### src/rtl/vlpd_pkg.sv
// Shared types and constants for the varint length packet deframer.
package vlpd_pkg;

   localparam int LENGTH_BYTES_DEF = 3;
   localparam int LEN_W            = 21;
   localparam int ID_W             = 16;
   localparam int BYTE_W           = 8;
   localparam int LIDX_W           = 3;
   localparam int SHAMT_W          = 6;
   localparam int DIGIT_W          = 7;

   localparam logic [1:0] KIND_PAYLOAD = 2'd0;
   localparam logic [1:0] KIND_ID_ONLY = 2'd1;
   localparam logic [1:0] KIND_EMPTY   = 2'd2;
   localparam logic [1:0] KIND_ERROR   = 2'd3;

   typedef struct packed {
      logic [1:0]        kind;
      logic [ID_W-1:0]   packet_id;
      logic [BYTE_W-1:0] data_byte;
      logic [LEN_W-1:0]  packet_length;
      logic              is_last;
   } vlpd_result_type;

endpackage

### src/rtl/vlpd_core.sv
// Framing state machine: varint length decode, ID capture and payload tagging.
module vlpd_core #(
   parameter int LENGTH_BYTES = vlpd_pkg::LENGTH_BYTES_DEF
) (
   input  logic                         clock,
   input  logic                         reset,
   input  logic                         step,
   input  logic [vlpd_pkg::BYTE_W-1:0]  stream_byte,
   input  logic                         csr_wr_en,
   input  logic                         csr_wr_data,
   output logic                         res_valid,
   output vlpd_pkg::vlpd_result_type    res
);
   import vlpd_pkg::*;

   typedef enum logic [1:0] {
      PH_LENGTH  = 2'd0,
      PH_ID      = 2'd1,
      PH_PAYLOAD = 2'd2
   } phase_type;

   phase_type          phase_ff, phase_in;
   logic [LEN_W-1:0]   acc_ff, acc_in;
   logic [LIDX_W-1:0]  lidx_ff, lidx_in;
   logic [LEN_W-1:0]   rem_ff, rem_in;
   logic [ID_W-1:0]    id_ff, id_in;
   logic               id_idx_ff, id_idx_in;
   logic               wide_ff;

   logic [SHAMT_W-1:0] shamt;
   logic [LEN_W-1:0]   part;
   logic [LEN_W-1:0]   acc_new;
   logic [LIDX_W-1:0]  lidx_inc;
   logic [LEN_W-1:0]   rem_dec;
   logic [ID_W-1:0]    id_shift;

   assign shamt    = SHAMT_W'(lidx_ff) * SHAMT_W'(DIGIT_W);
   assign part     = {{(LEN_W-DIGIT_W){1'b0}}, stream_byte[DIGIT_W-1:0]} << shamt;
   assign acc_new  = acc_ff | part;
   assign lidx_inc = lidx_ff + LIDX_W'(1);
   assign rem_dec  = rem_ff - LEN_W'(1);
   assign id_shift = {id_ff[ID_W-BYTE_W-1:0], stream_byte};

   always_comb begin
      phase_in  = phase_ff;
      acc_in    = acc_ff;
      lidx_in   = lidx_ff;
      rem_in    = rem_ff;
      id_in     = id_ff;
      id_idx_in = id_idx_ff;
      res_valid = 1'b0;
      res       = '0;
      res.is_last = 1'b1;
      unique case (phase_ff)
         PH_ID: begin
            id_in  = id_shift;
            rem_in = rem_dec;
            if (wide_ff && !id_idx_ff) begin
               if (rem_dec == '0) begin
                  res_valid         = 1'b1;
                  res.kind          = KIND_ERROR;
                  res.packet_length = acc_ff;
               end else begin
                  id_idx_in = 1'b1;
               end
            end else if (rem_dec == '0) begin
               res_valid         = 1'b1;
               res.kind          = KIND_ID_ONLY;
               res.packet_id     = id_shift;
               res.packet_length = acc_ff;
            end else begin
               phase_in = PH_PAYLOAD;
            end
            // Drop back to length parsing after any result here.
            if (res_valid) begin
               phase_in  = PH_LENGTH;
               acc_in    = '0;
               lidx_in   = '0;
               rem_in    = '0;
               id_idx_in = 1'b0;
            end
         end
         PH_PAYLOAD: begin
            rem_in            = rem_dec;
            res_valid         = 1'b1;
            res.kind          = KIND_PAYLOAD;
            res.packet_id     = id_ff;
            res.data_byte     = stream_byte;
            res.packet_length = acc_ff;
            res.is_last       = (rem_dec == '0);
            if (rem_dec == '0) begin
               phase_in  = PH_LENGTH;
               acc_in    = '0;
               lidx_in   = '0;
               id_idx_in = 1'b0;
            end
         end
         default: begin
            phase_in = PH_LENGTH;
            acc_in   = acc_new;
            lidx_in  = lidx_inc;
            if (stream_byte[BYTE_W-1]) begin
               // Varint too long: report what was decoded so far.
               if (lidx_inc >= LIDX_W'(LENGTH_BYTES)) begin
                  res_valid         = 1'b1;
                  res.kind          = KIND_ERROR;
                  res.packet_length = acc_new;
               end
            end else if (acc_new == '0) begin
               res_valid = 1'b1;
               res.kind  = KIND_EMPTY;
            end else if (wide_ff && acc_new == LEN_W'(1)) begin
               res_valid         = 1'b1;
               res.kind          = KIND_ERROR;
               res.packet_length = acc_new;
            end else begin
               phase_in  = PH_ID;
               rem_in    = acc_new;
               id_in     = '0;
               id_idx_in = 1'b0;
               lidx_in   = '0;
            end
            if (res_valid) begin
               acc_in    = '0;
               lidx_in   = '0;
               rem_in    = '0;
               id_idx_in = 1'b0;
            end
         end
      endcase
   end

   always_ff @(posedge clock) begin
      if (reset) begin
         phase_ff  <= PH_LENGTH;
         acc_ff    <= '0;
         lidx_ff   <= '0;
         rem_ff    <= '0;
         id_ff     <= '0;
         id_idx_ff <= 1'b0;
         wide_ff   <= 1'b0;
      end else begin
         if (step) begin
            phase_ff  <= phase_in;
            acc_ff    <= acc_in;
            lidx_ff   <= lidx_in;
            rem_ff    <= rem_in;
            id_ff     <= id_in;
            id_idx_ff <= id_idx_in;
         end
         if (csr_wr_en) begin
            wide_ff <= csr_wr_data;
         end
      end
   end

endmodule

### src/rtl/vlpd_out_buf.sv
// Result register with a one-entry skid stage.
module vlpd_out_buf (
   input  logic                      clock,
   input  logic                      reset,
   input  logic                      push,
   input  vlpd_pkg::vlpd_result_type push_data,
   output logic                      full,
   output logic                      out_valid,
   input  logic                      out_stall,
   output vlpd_pkg::vlpd_result_type out_data
);
   import vlpd_pkg::*;

   logic            out_valid_ff;
   vlpd_result_type out_ff;
   logic            skid_valid_ff;
   vlpd_result_type skid_ff;
   logic            pop;

   assign pop       = out_valid_ff && !out_stall;
   assign full      = skid_valid_ff;
   assign out_valid = out_valid_ff;
   assign out_data  = out_ff;

   always_ff @(posedge clock) begin
      if (reset) begin
         out_valid_ff  <= 1'b0;
         skid_valid_ff <= 1'b0;
      end else if (skid_valid_ff) begin
         if (pop) begin
            skid_valid_ff <= 1'b0;
         end
      end else if (push) begin
         if (!out_valid_ff || pop) begin
            out_valid_ff <= 1'b1;
         end else begin
            skid_valid_ff <= 1'b1;
         end
      end else if (pop) begin
         out_valid_ff <= 1'b0;
      end
   end

   always_ff @(posedge clock) begin
      if (skid_valid_ff) begin
         if (pop) begin
            out_ff <= skid_ff;
         end
      end else if (push) begin
         if (!out_valid_ff || pop) begin
            out_ff <= push_data;
         end else begin
            skid_ff <= push_data;
         end
      end
   end

endmodule

### src/rtl/varint_length_packet_deframer.sv
// Top level of the varint length-prefixed packet deframer.
//
// Usage: stream link bytes in on req_ (valid/stall), one byte per request.
// Each packet is a little-endian base-128 varint length, then a one- or
// two-byte big-endian ID (csr_wr_data written with csr_wr_en selects the
// two-byte form), then payload. Results leave on rsp_: one per payload byte,
// or one for an ID-only packet, an empty packet, or a framing error.
// Length and ID bytes yield a result only for an empty or ID-only packet or an error.
// Throughput: one request per cycle sustained while req_stall is low; the
// framing state is updated by combinational logic behind the state registers.
// Each result is registered: in the skid entry if the result register holds.
// Receiver stall: the result register holds, a skid entry absorbs one more
// result, and req_stall is high while the skid entry is full.
// Reset (synchronous): length parsing restarts, the ID is cleared, the ID
// width goes to one byte and both result entries are emptied.
module varint_length_packet_deframer #(
   parameter int LENGTH_BYTES = vlpd_pkg::LENGTH_BYTES_DEF
) (
   input  logic                         clock,
   input  logic                         reset,
   input  logic                         req_valid,
   output logic                         req_stall,
   input  logic [vlpd_pkg::BYTE_W-1:0]  req_stream_byte,
   output logic                         rsp_valid,
   input  logic                         rsp_stall,
   output logic [1:0]                   rsp_kind,
   output logic [vlpd_pkg::ID_W-1:0]    rsp_packet_id,
   output logic [vlpd_pkg::BYTE_W-1:0]  rsp_data_byte,
   output logic [vlpd_pkg::LEN_W-1:0]   rsp_packet_length,
   output logic                         rsp_is_last,
   input  logic                         csr_wr_en,
   input  logic                         csr_wr_data
);
   import vlpd_pkg::*;

   logic            step;
   logic            res_valid;
   vlpd_result_type res;
   logic            buf_full;
   vlpd_result_type out_data;

   // Advance the framer only on an accepted request.
   assign req_stall = buf_full;
   assign step      = req_valid && !buf_full;

   vlpd_core #(
      .LENGTH_BYTES(LENGTH_BYTES)
   ) u_core (
      .clock       (clock),
      .reset       (reset),
      .step        (step),
      .stream_byte (req_stream_byte),
      .csr_wr_en   (csr_wr_en),
      .csr_wr_data (csr_wr_data),
      .res_valid   (res_valid),
      .res         (res)
   );

   vlpd_out_buf u_out_buf (
      .clock     (clock),
      .reset     (reset),
      .push      (step && res_valid),
      .push_data (res),
      .full      (buf_full),
      .out_valid (rsp_valid),
      .out_stall (rsp_stall),
      .out_data  (out_data)
   );

   assign rsp_kind          = out_data.kind;
   assign rsp_packet_id     = out_data.packet_id;
   assign rsp_data_byte     = out_data.data_byte;
   assign rsp_packet_length = out_data.packet_length;
   assign rsp_is_last       = out_data.is_last;

endmodule

### config.mk
export PLATFORM = sky130hd
export DESIGN_NAME = varint_length_packet_deframer
export DESIGN_NICKNAME = d
export VERILOG_FILES = /design/src/rtl/vlpd_pkg.sv /design/src/rtl/vlpd_core.sv /design/src/rtl/vlpd_out_buf.sv /design/src/rtl/varint_length_packet_deframer.sv
export SDC_FILE = /design/constraint.sdc
export NUM_CORES = 1
export LEC_CHECK = 0
export BUFFER_PORTS_ARGS = -buffer_cell sky130_fd_sc_hd__buf_2
export CORE_MARGIN = 2
export CORE_UTILIZATION = 59
export CTS_CLUSTER_SIZE = 24
export DETAILED_ROUTE_END_ITERATION = 7
export PLACE_DENSITY = 0.84
export SLEW_MARGIN = 20
export SYNTH_ARGS = -nofsm -noshare
export SYNTH_HDL_FRONTEND = slang
export SYNTH_SLANG_ARGS = --single-unit
### constraint.sdc
create_clock -name clock -period 7.8 [get_ports clock]
set_clock_uncertainty 0.05 [all_clocks]
set_input_delay 0.39 -clock clock [delete_from_list [all_inputs] [get_ports clock]]
set_output_delay 0.39 -clock clock [all_outputs]
set_load 0.01 [all_outputs]
# ---- Yosys cells after proc, flatten, opt, wreduce, memory -nomap -nowiden
# Index checks and enable logic that the tools add are counted.
# W data, S select, Z words.
dict set report word_totals {
  regBits 163
  inputBits 14
  output_inout_bits 50
  word_cells 143
}
dict set report op_classes {
  addsub 2
  mul 1
  n_lt_le_gt_ge 1
  eq_ne 16
  shifts 1
  n_mux 75
  bitwise 4
  n_reduce_logical 24
}
# op count
set op_table {}
lappend op_table {{$mux W21} 13}
lappend op_table {{$mux W48} 4}
lappend op_table {{$pmux W21 S2} 3}
lappend op_table {{$mux W16} 4}
lappend op_table {{$pmux W16 S2} 2}
lappend op_table {{$logic_not A21 Y1} 2}
lappend op_table {{$mux W1} 24}
lappend op_table {{$mux W2} 12}
lappend op_table {{$eq A21 B1 Y1 const B} 1}
lappend op_table {{$or A21 B21 Y21} 1}
lappend op_table {{$shl A7 B6 Y21} 1}
lappend op_table {{$sub A21 B1 Y21 const B} 1}
lappend op_table {{$mux W3} 6}
lappend op_table {{$mux W17} 1}
lappend op_table {{$reduce_and A3 Y1} 4}
lappend op_table {{$ne A2 B2 Y1 const B} 5}
lappend op_table {{$mux W8} 1}
lappend op_table {{$ne A4 B4 Y1 const B} 2}
lappend op_table {{$pmux W2 S2} 2}
lappend op_table {{$reduce_and A4 Y1} 2}
lappend op_table {{$reduce_and A7 Y1} 1}
lappend op_table {{$mul A3 B3 Y6 const B} 1}
lappend op_table {{$ne A3 B3 Y1 const B} 2}
lappend op_table {{$pmux W3 S2} 1}
lappend op_table {{15 further kinds} 28}

# ---- Depth between registers and ports, before layout
# Gate-level depths: netlist of the first run.
dict set report depth {
  ltp_word 13
  mapped_depth 14
  ltp_nobuf 10
}

# ---- By module
# Synthesis of the first run repeated with hierarchy kept, for this count alone.
dict set report hier_totals {
  cells_unflattened 732
  area_unflattened_um2 8275.4
}
# mod n_inst cells_each area_each_um2 seq_area_each_um2
set by_module_without_submodules {}
lappend by_module_without_submodules {vlpd_core 1 568 4458.0 1301.2}
lappend by_module_without_submodules {vlpd_out_buf 1 162 3802.4 2922.8}
lappend by_module_without_submodules {varint_length_packet_deframer 1 2 15.0 0.0}

# ---- Worst setup path after synthesis of the first run
# OpenSTA, ideal clock, no wires.
dict set report synth_path {
  path_kind {reg-to-reg}
  startpoint {register u_core.rem_ff[3]}
  endpoint {register u_out_buf.out_ff (netlist bit u_out_buf.out_data[0]), enable pin}
  setup_ns 0.475
  t_arrival_ns 5.316
  required_ns 7.275
  slack_ns 1.960
  path_stages_with_launch 11
  path_buffers 2
  synth_period_minus_slack_ns 5.840
  path_cell_list {dfxtp_1 -> buf_4 -> or3_4 -> or4_4 -> o21a_1 -> or4_4 -> a211o_1 -> o31ai_4 -> buf_4 -> o211ai_1 -> a22oi_1}
}
dict set report synth_via {
  elab_chain_cells 8
}
# element line_no
set synth_rtl {}
lappend synth_rtl {{start: declaration} vlpd_core.sv:25} ;# logic [LEN_W-1:0] rem_ff, rem_in;
lappend synth_rtl {{start signal: assignment} vlpd_core.sv:147} ;# rem_ff <= rem_in;
lappend synth_rtl {{$sub A21 B1 Y21} vlpd_core.sv:41} ;# assign rem_dec = rem_ff - LEN_W'(1);
lappend synth_rtl {{$logic_not A21 Y1} {vlpd_core.sv:59, vlpd_core.sv:66}}
lappend synth_rtl {{$mux W1} {vlpd_core.sv:59, vlpd_core.sv:66}}
lappend synth_rtl {{$mux W1} vlpd_core.sv:54} ;# unique case (phase_ff)
lappend synth_rtl {{$pmux W1 S2} vlpd_core.sv:54}
lappend synth_rtl {{$logic_and A1 B1 Y1} varint_length_packet_deframer.sv:62} ;# .push (step && res_valid),
lappend synth_rtl {{$reduce_bool A2 Y1 (no line)} n/a}
lappend synth_rtl {{$reduce_and A3 Y1 (no line)} n/a}
lappend synth_rtl {{end signal: assignment} vlpd_out_buf.sv:47} ;# out_ff <= skid_ff;
lappend synth_rtl {{end signal: assignment} vlpd_out_buf.sv:51} ;# out_ff <= push_data;
lappend synth_rtl {{end: declaration} vlpd_out_buf.sv:15} ;# vlpd_result_type out_ff;
# No other way between the ends. The select of a mux whose other input is x is not followed.
# A chain may end at the register's enable or synchronous reset.

# ---- Worst setup path after layout of the first run
dict set report layout_path {
  startpoint {register u_core.rem_ff[1]}
  endpoint {register u_out_buf.out_ff (netlist bit u_out_buf.out_data[2]), enable pin}
}
# The elaborated chain is that of the path after synthesis.

==> impl_metrics.env, run 1 <==
export IMPL_worst_pin_slew_ns=1.099
export IMPL_grt_max_degree=61
export IMPL_critPathMaxFanout=48
export IMPL_wl_um=21670
export IMPL_clockBufferDepth=2
export IMPL_cts_resized=0
export IMPL_switching_share_pct=26.00
export IMPL_hold_path_depth=3
export IMPL_grt_pass1_vias=6270
export IMPL_fin_ws_ns=3.169
export IMPL_initial_core_util_pct=60.86
export IMPL_power_leakage_nw=3.406
export IMPL_syn_num_nets=785
export IMPL_ioPinCount=64
export IMPL_wl_per_cell_um=21.94
export IMPL_via_count=6679
export IMPL_gr_total_overflow=0
export IMPL_clock_latency_ns=0.43
export IMPL_worstPathArrival_ns=4.64
export IMPL_dp_hpwl_um=13740
export IMPL_drt_pass1_iter_count=5
export IMPL_drcViolationCount=0
export IMPL_post_cts_buffers=0
export IMPL_finalCriticalPeriod_ns=4.631
export IMPL_clock_sinks=163
export IMPL_cp_end_kind="flop"
export IMPL_critPathKind="reg -> reg"
export IMPL_num_rows=42
export IMPL_synth_top_family_by_area="compound AO/OA/AOI/OAI gates"
export IMPL_start_kind="flop"
export IMPL_max_clock_freq_ghz=0.2159
export IMPL_fin_crit_sh_pct=59.37
export IMPL_r2r_cells=11
export IMPL_gp_congestion=0.9481
export IMPL_die_w_um=121.1
export IMPL_numCtsBuffers=17
export IMPL_tritoncts="built"
export IMPL_cts_root_buf="clkbuf_16"
export IMPL_ys_types=72
export IMPL_antenna_found_initial=0
export IMPL_power_switching_mw=0.5647
export IMPL_nets=819
export IMPL_synthMuxAreaShare_pct=6.123
export IMPL_synth_adder_area_share_pct=0.9278
export IMPL_rrSetupSlack_ns=3.17
export IMPL_synth_edf_count=96
export IMPL_antenna_diode_count=0
export IMPL_required_ns=7.81
export IMPL_min_from="csr_wr_data"
export IMPL_dp_slack_ns=3.106
export IMPL_whs_endpoint="u_core.wide_ff$_SDFFE_PP0P_"
export IMPL_p_comb_share_pct=13.9
export IMPL_ys_seq_area_share_pct=52.20
export IMPL_h_tree_depth=4
export IMPL_timing_rr_end="u_out_buf.out_data[2]$_DFFE_PP_"
export IMPL_pwr_share_clk_pct=42.0
export IMPL_synth_top_area_share_pct=35.63
export IMPL_die_h_um=121.1
export IMPL_drt_iter0_drc=815
export IMPL_synthSimpleGateAreaFrac_pct=14.67
export IMPL_dpl_cell_area_um2=8472
export IMPL_hold_viol=0
export IMPL_syn2layout_area_growth_pct=12.85
export IMPL_synth_area_um2=8092
export IMPL_synth_xor_area_share_pct=0.7577
export IMPL_core_um2=13300
export IMPL_finalSetupViolations=0
export IMPL_powerDensity_nw_per_um2=237.9
export IMPL_synth_seq_cells=163
export IMPL_synth_async_sr_flop_share_pct=0
export IMPL_syn_avg_cell_area_um2=10.58
export IMPL_die_area_um2=14670
export IMPL_rsz0062_at_grt="false"
export IMPL_synthTopCellsByArea="edfxtp_1 36%, dfxtp_1 17%, mux2_2 4.5%, nor2_1 4.1%, clkbuf_1 2.1%"
export IMPL_status="complete, no violations"
export IMPL_postRouteAntennaNets=0
export IMPL_setup_tns_ns=0
export IMPL_cap_violations=0
export IMPL_synth_top_area_cell="edfxtp_1"
export IMPL_pwr_share_seq_pct=44.1
export IMPL_relSlewSlack_pct=26.26
export IMPL_drv_slew=0
export IMPL_r2r_start="u_core.rem_ff[1]$_SDFFE_PP0P_"
export IMPL_ir_drop_v=0.0001552
export IMPL_via_per_inst=6.760
export IMPL_portBuffers=63
export IMPL_grt_usage_pct=30.25
export IMPL_synthCells=765
export IMPL_synth_compound_area_share_pct=21.22
export IMPL_holdBufCountCts=0
export IMPL_synthFlopType="edfxtp_1"
export IMPL_holdCritPathClass="in -> reg"
export IMPL_postLayoutCellArea_um2=9131
export IMPL_clk_pin_slew_ns=0.06
export IMPL_synth_warnings=0
export IMPL_intPower_mw=1.607
export IMPL_layout_drive_gt1_share_pct=21.18
export IMPL_grt_pass1_wl_um=34010
per-stage QoR:
stage / power (mW) / util (%) / hold WS (ns) / cells
finish: 2.172 / 68.68 / 0.1605 / 988
global route: 2.241 / 68.68 / 0.2027 / 988
CTS: 2.172 / 68.53 / 0.1481 / 987
detailed placement: 1.268 / 63.72 / 0.4351 / 955
global placement: 1.261 / 63.67 / 0.4137 / 955
floorplan: 1.189 / - / 0.4015 / 765
kinds of logic (layout without fill, tap and decap cells):
group | after synthesis | after routing
simple gates | 240 | 240
compound gates | 226 | 226
flops | 163 | 163
buf+inv | 78 | 125
mux | 45 | 45
xor+xnor | 7 | 7
fa+ha+maj | 6 | 6
power by group through the flow:
| stage | clock network (mW) | logic, mW | registers, mW |
|---|---|---|---|
| 3_5_place_dp | 0 | 0.293 | 0.975 |
| 5_1_grt | 0.952 | 0.329 | 0.960 |
| 6_report | 0.913 | 0.302 | 0.957 |
| 4_1_cts | 0.919 | 0.296 | 0.956 |
| 3_3_place_gp | 0 | 0.288 | 0.973 |
| 2_1_floorplan | 0 | 0.219 | 0.970 |
routing by layer:
metal | vias to the layer above | track usage (%) | share of wire, %
met3 | 64 | 6.438 | 7.8
met4 | 0 | 10.90 | 2.8
met5 | - | 0 | 0
met2 | 385 | 48.88 | 49
li1 | 2998 | - | -
met1 | 3232 | 40.34 | 41
cell usage after synthesis, types with 4 or more instances:
cell       instances
a21o_1             6
inv_1             16
nor3b_1            4
o32ai_1            4
a22o_4             6
and2_1            10
nand2_1           42
o21ai_0           29
a221o_1            4
mux2_1             4
o2bb2ai_1          4
o31ai_1           11
a211oi_1          14
clkbuf_1          45
xnor2_1            4
buf_2              7
nand3_1           22
nor3_1            18
buf_4              4
or3_1              7
edfxtp_1          96
mux2_2            32
nor2_1            88
nor2b_1            8
ha_1               6
a211o_1            4
a31oi_1           25
a22oi_1           19
a31o_2            11
o211ai_1           5
nand2b_1           4
a22o_2             4
nand4_1            6
or4_1              5
a22o_1            13
a32o_1            13
mux2i_1            9
nor4_1             8
a21oi_1           30
dfxtp_1           67
worst max path at each step:
stage | start | end | slack [ns] | depth (start not counted)
2_1_floorplan | u_core.rem_ff[3]$_SDFFE_PP0P_ | u_out_buf.out_data[0]$_DFFE_PP_ | 1.96 | 10
3_3_place_gp | u_core.rem_ff[0]$_SDFFE_PP0P_ | u_out_buf.skid_ff[4]$_DFFE_PP_ | 3.29 | 9
3_5_place_dp | u_core.rem_ff[0]$_SDFFE_PP0P_ | u_out_buf.skid_ff[6]$_DFFE_PP_ | 3.11 | 9
4_1_cts | u_core.rem_ff[0]$_SDFFE_PP0P_ | u_out_buf.skid_ff[5]$_DFFE_PP_ | 3.05 | 9
5_1_grt | u_core.rem_ff[0]$_SDFFE_PP0P_ | u_out_buf.out_data[47]$_DFFE_PP_ | 2.83 | 11
6_report | u_core.rem_ff[1]$_SDFFE_PP0P_ | u_out_buf.out_data[2]$_DFFE_PP_ | 3.17 | 11
critical path, stage by stage, from the launching register on:
cell and delay [ns]:
dfxtp_1 0.35, inv_1 0.12, ha_1 0.40, nor3b_1 0.31, nand4_1 0.37, o41ai_1 0.49
nand2_1 0.15, a211o_1 0.40, o31ai_4 0.60, o211ai_1 0.25, a22oi_2 0.20, buf_4 0.54
placed cells by master (no fill, tap or decap), drive strengths merged, types with 13 or more instances in the layout:
cell type,synthesis,layout
a31oi,25,25
nand2,42,42
inv,16,20
buf,16,76
edfxtp,96,96
dfxtp,67,67
nand3,22,22
nor3,18,18
a22oi,19,19
a32o,13,13
o21ai,30,30
a22o,23,23
mux2,36,36
a211oi,15,15
a21oi,30,30
clkbuf,45,19
nor2,88,88
registers in the layout (all words and copies together), names as in the netlist:
name and cells:
u_core.id_ff 16, u_core.id_idx_ff 1, u_core.wide_ff 1, u_out_buf.full 1, u_core.phase_ff 2, u_core.lidx_ff 3, u_core.rem_ff 21, u_out_buf.skid_ff 48
u_core.acc_ff 21, u_out_buf.out_valid 1, u_out_buf.out_data 48
final cells by class:
cell class,instances,area (um^2)
Timing Repair Buffer,76,425.4
Tap cell,176,220.2
Multi-Input combinational cell,524,3558
Clock buffer,19,432.9
Sequential cell,163,4224
Inverter,17,63.81
Fill cell,958,4164
Clock inverter,13,206.4
No activity file was read; power rests on OpenSTA's default activity.
==> run 2, diff against run 1 <==
- clock period: 7.8 -> 4.6 ns (I/O delays scaled with it)
==> run 2 against run 1 <==
Register-to-register slack got worse by 2.6 ns. Setup slack got worse by 2.6 ns. Combinational power rose by 75%. Count of clock-buffer cells in the layout grew 1. Utilization is 0.24 points higher. Via count rose by 1.8%. Flip-flop and latch count unchanged. Largest cell class unchanged. Die area unchanged. Sequential power increased by 69%. Maximum frequency is 15% higher. Power increased by 66%.
==> impl_metrics.env, run 2 (synthesis gave the netlist of run 1 again) <==
export IMPL_h_tree_depth=4
export IMPL_hold_path_depth=3
export IMPL_core_um2=13300
export IMPL_grt_usage_pct=30.77
export IMPL_via_count=6798
export IMPL_required_ns=4.68
export IMPL_die_h_um=121.1
export IMPL_wl_per_cell_um=22.02
export IMPL_cts_resized=0
export IMPL_grt_pass1_wl_um=34810
export IMPL_cap_violations=0
export IMPL_r2r_start="u_core.rem_ff[0]$_SDFFE_PP0P_"
export IMPL_powerDensity_nw_per_um2=392.3
export IMPL_max_clock_freq_ghz=0.2483
export IMPL_final_util_pct=68.93
export IMPL_dp_hpwl_um=14010
export IMPL_via_per_inst=6.832
export IMPL_timing_rr_end="u_out_buf.skid_ff[9]$_DFFE_PP_"
export IMPL_min_from="csr_wr_en"
export IMPL_fillers=920
export IMPL_drcViolationCount=0
export IMPL_fin_crit_sh_pct=87.56
export IMPL_multi_input_area_um2=3570
export IMPL_wl_um=21910
export IMPL_clockBufferDepth=2
export IMPL_antenna_found_initial=0
export IMPL_clock_sinks=163
export IMPL_cts_root_buf="clkbuf_16"
export IMPL_gr_total_overflow=0
export IMPL_rsz0062_at_grt="false"
export IMPL_whs_endpoint="u_core.wide_ff$_SDFFE_PP0P_"
export IMPL_worst_pin_slew_ns=0.9879
export IMPL_hold_viol=0
export IMPL_drt_pass1_iter_count=6
export IMPL_holdCritPathClass="in -> reg"
export IMPL_nets=826
export IMPL_start_kind="flop"
export IMPL_die_w_um=121.1
export IMPL_register_area_um2=4224
export IMPL_hold_ws_ns=0.01652
export IMPL_finalCriticalPeriod_ns=4.028
export IMPL_cp_end_kind="flop"
export IMPL_grt_pass1_vias=6474
export IMPL_initial_core_util_pct=60.86
export IMPL_critPathKind="reg -> reg"
export IMPL_numCtsBuffers=17
export IMPL_die_area_um2=14670
export IMPL_tritoncts="built"
export IMPL_ioPinCount=64
export IMPL_layoutNonFillerInstCount=995
export IMPL_power_leakage_nw=3.422
export IMPL_rrSetupSlack_ns=0.57
export IMPL_finalSetupViolations=0
export IMPL_worstPathArrival_ns=4.10
export IMPL_dp_cells=962
export IMPL_ir_drop_v=0.0001978
export IMPL_syn2layout_area_growth_pct=13.25
export IMPL_clock_latency_ns=0.43
export IMPL_portBuffers=63
export IMPL_grt_max_degree=60
export IMPL_critPathMaxFanout=33
export IMPL_layout_drive_gt1_share_pct=21.98
export IMPL_gp_congestion=0.9502
export IMPL_drt_iter0_drc=900
export IMPL_postRouteAntennaNets=0
export IMPL_num_rows=42
export IMPL_clk_pin_slew_ns=0.06
export IMPL_antenna_diode_count=0
export IMPL_mostFrequentLayoutCells="96 x edfxtp_1, 88 x nor2_1, 67 x dfxtp_1"
export IMPL_drv_slew=0
export IMPL_relSlewSlack_pct=34.14
export IMPL_layout_commonest_cell="edfxtp_1"
export IMPL_r2r_cells=9
export IMPL_status="complete, no violations"
## run 2: cell type report
class                           count  area share (%)
Tap cell                          176           2.403
Clock buffer                       20           4.765
Inverter                           17          0.6963
Clock inverter                     12           1.707
Timing Repair Buffer               83           5.380
Multi-Input combinational cell    524           38.95
Sequential cell                   163           46.10
## run 2: what timing repair did
action                     in CTS  in global routing
hold buffers                    1                  0
setup endpoints to repair       0                  0
hold endpoints to repair        1                  0
buffers inserted                0                  0
## run 2: routing by layer
layer	share of wire, %	track usage [%]
met1	40	41.29
met2	47	48.74
met3	9.3	5.639
met4	3.0	13.81
met5	0	0
## run 2: worst max path at each step
stage          cells after the start                          start  slack, ns                               to
3_3_place_gp                      10  u_core.rem_ff[0]$_SDFFE_PP0P_       0.79  u_out_buf.skid_ff[47]$_DFFE_PP_
6_report                           9  u_core.rem_ff[0]$_SDFFE_PP0P_       0.57   u_out_buf.skid_ff[9]$_DFFE_PP_
5_1_grt                           10  u_core.rem_ff[0]$_SDFFE_PP0P_       0.30   u_out_buf.skid_ff[6]$_DFFE_PP_
4_1_cts                           10  u_core.rem_ff[0]$_SDFFE_PP0P_       0.58   u_out_buf.skid_ff[6]$_DFFE_PP_
3_5_place_dp                      10  u_core.rem_ff[0]$_SDFFE_PP0P_       0.61   u_out_buf.skid_ff[9]$_DFFE_PP_
2_1_floorplan                     10  u_core.rem_ff[2]$_SDFFE_PP0P_      -0.03  u_out_buf.out_data[0]$_DFFE_PP_
## run 2: report_power, final
part / leakage (nW) / internal [mW] / switching, mW
Clock: 0.284 / 0.857 / 0.587
Sequential: 1.41 / 1.58 / 0.0438
Combinational: 1.72 / 0.188 / 0.339
## run 2: through the flow
stage | instance area [um^2] | setup WS [ns] | power [mW] | TNS, ns
6_report | 9164 | 0.5723 | 3.595 | 0
4_1_cts | 9160 | 0.5802 | 3.591 | 0
5_1_grt | 9164 | 0.3002 | 3.714 | 0
2_1_floorplan | 8118 | -0.03055 | 2.018 | -1.466
3_3_place_gp | 8557 | 0.7908 | 2.148 | 0
3_5_place_dp | 8557 | 0.6088 | 2.163 | 0
## run 2: worst max-delay path, stage by stage, from the launching register on
cell and delay (ns):
dfxtp_1 0.36, inv_1 0.13, ha_1 0.40, nor3b_1 0.30, nand4_1 0.36, o32a_1 0.52, a211o_1 0.40, o31ai_4 0.35
o2111a_2 0.56, buf_12 0.27
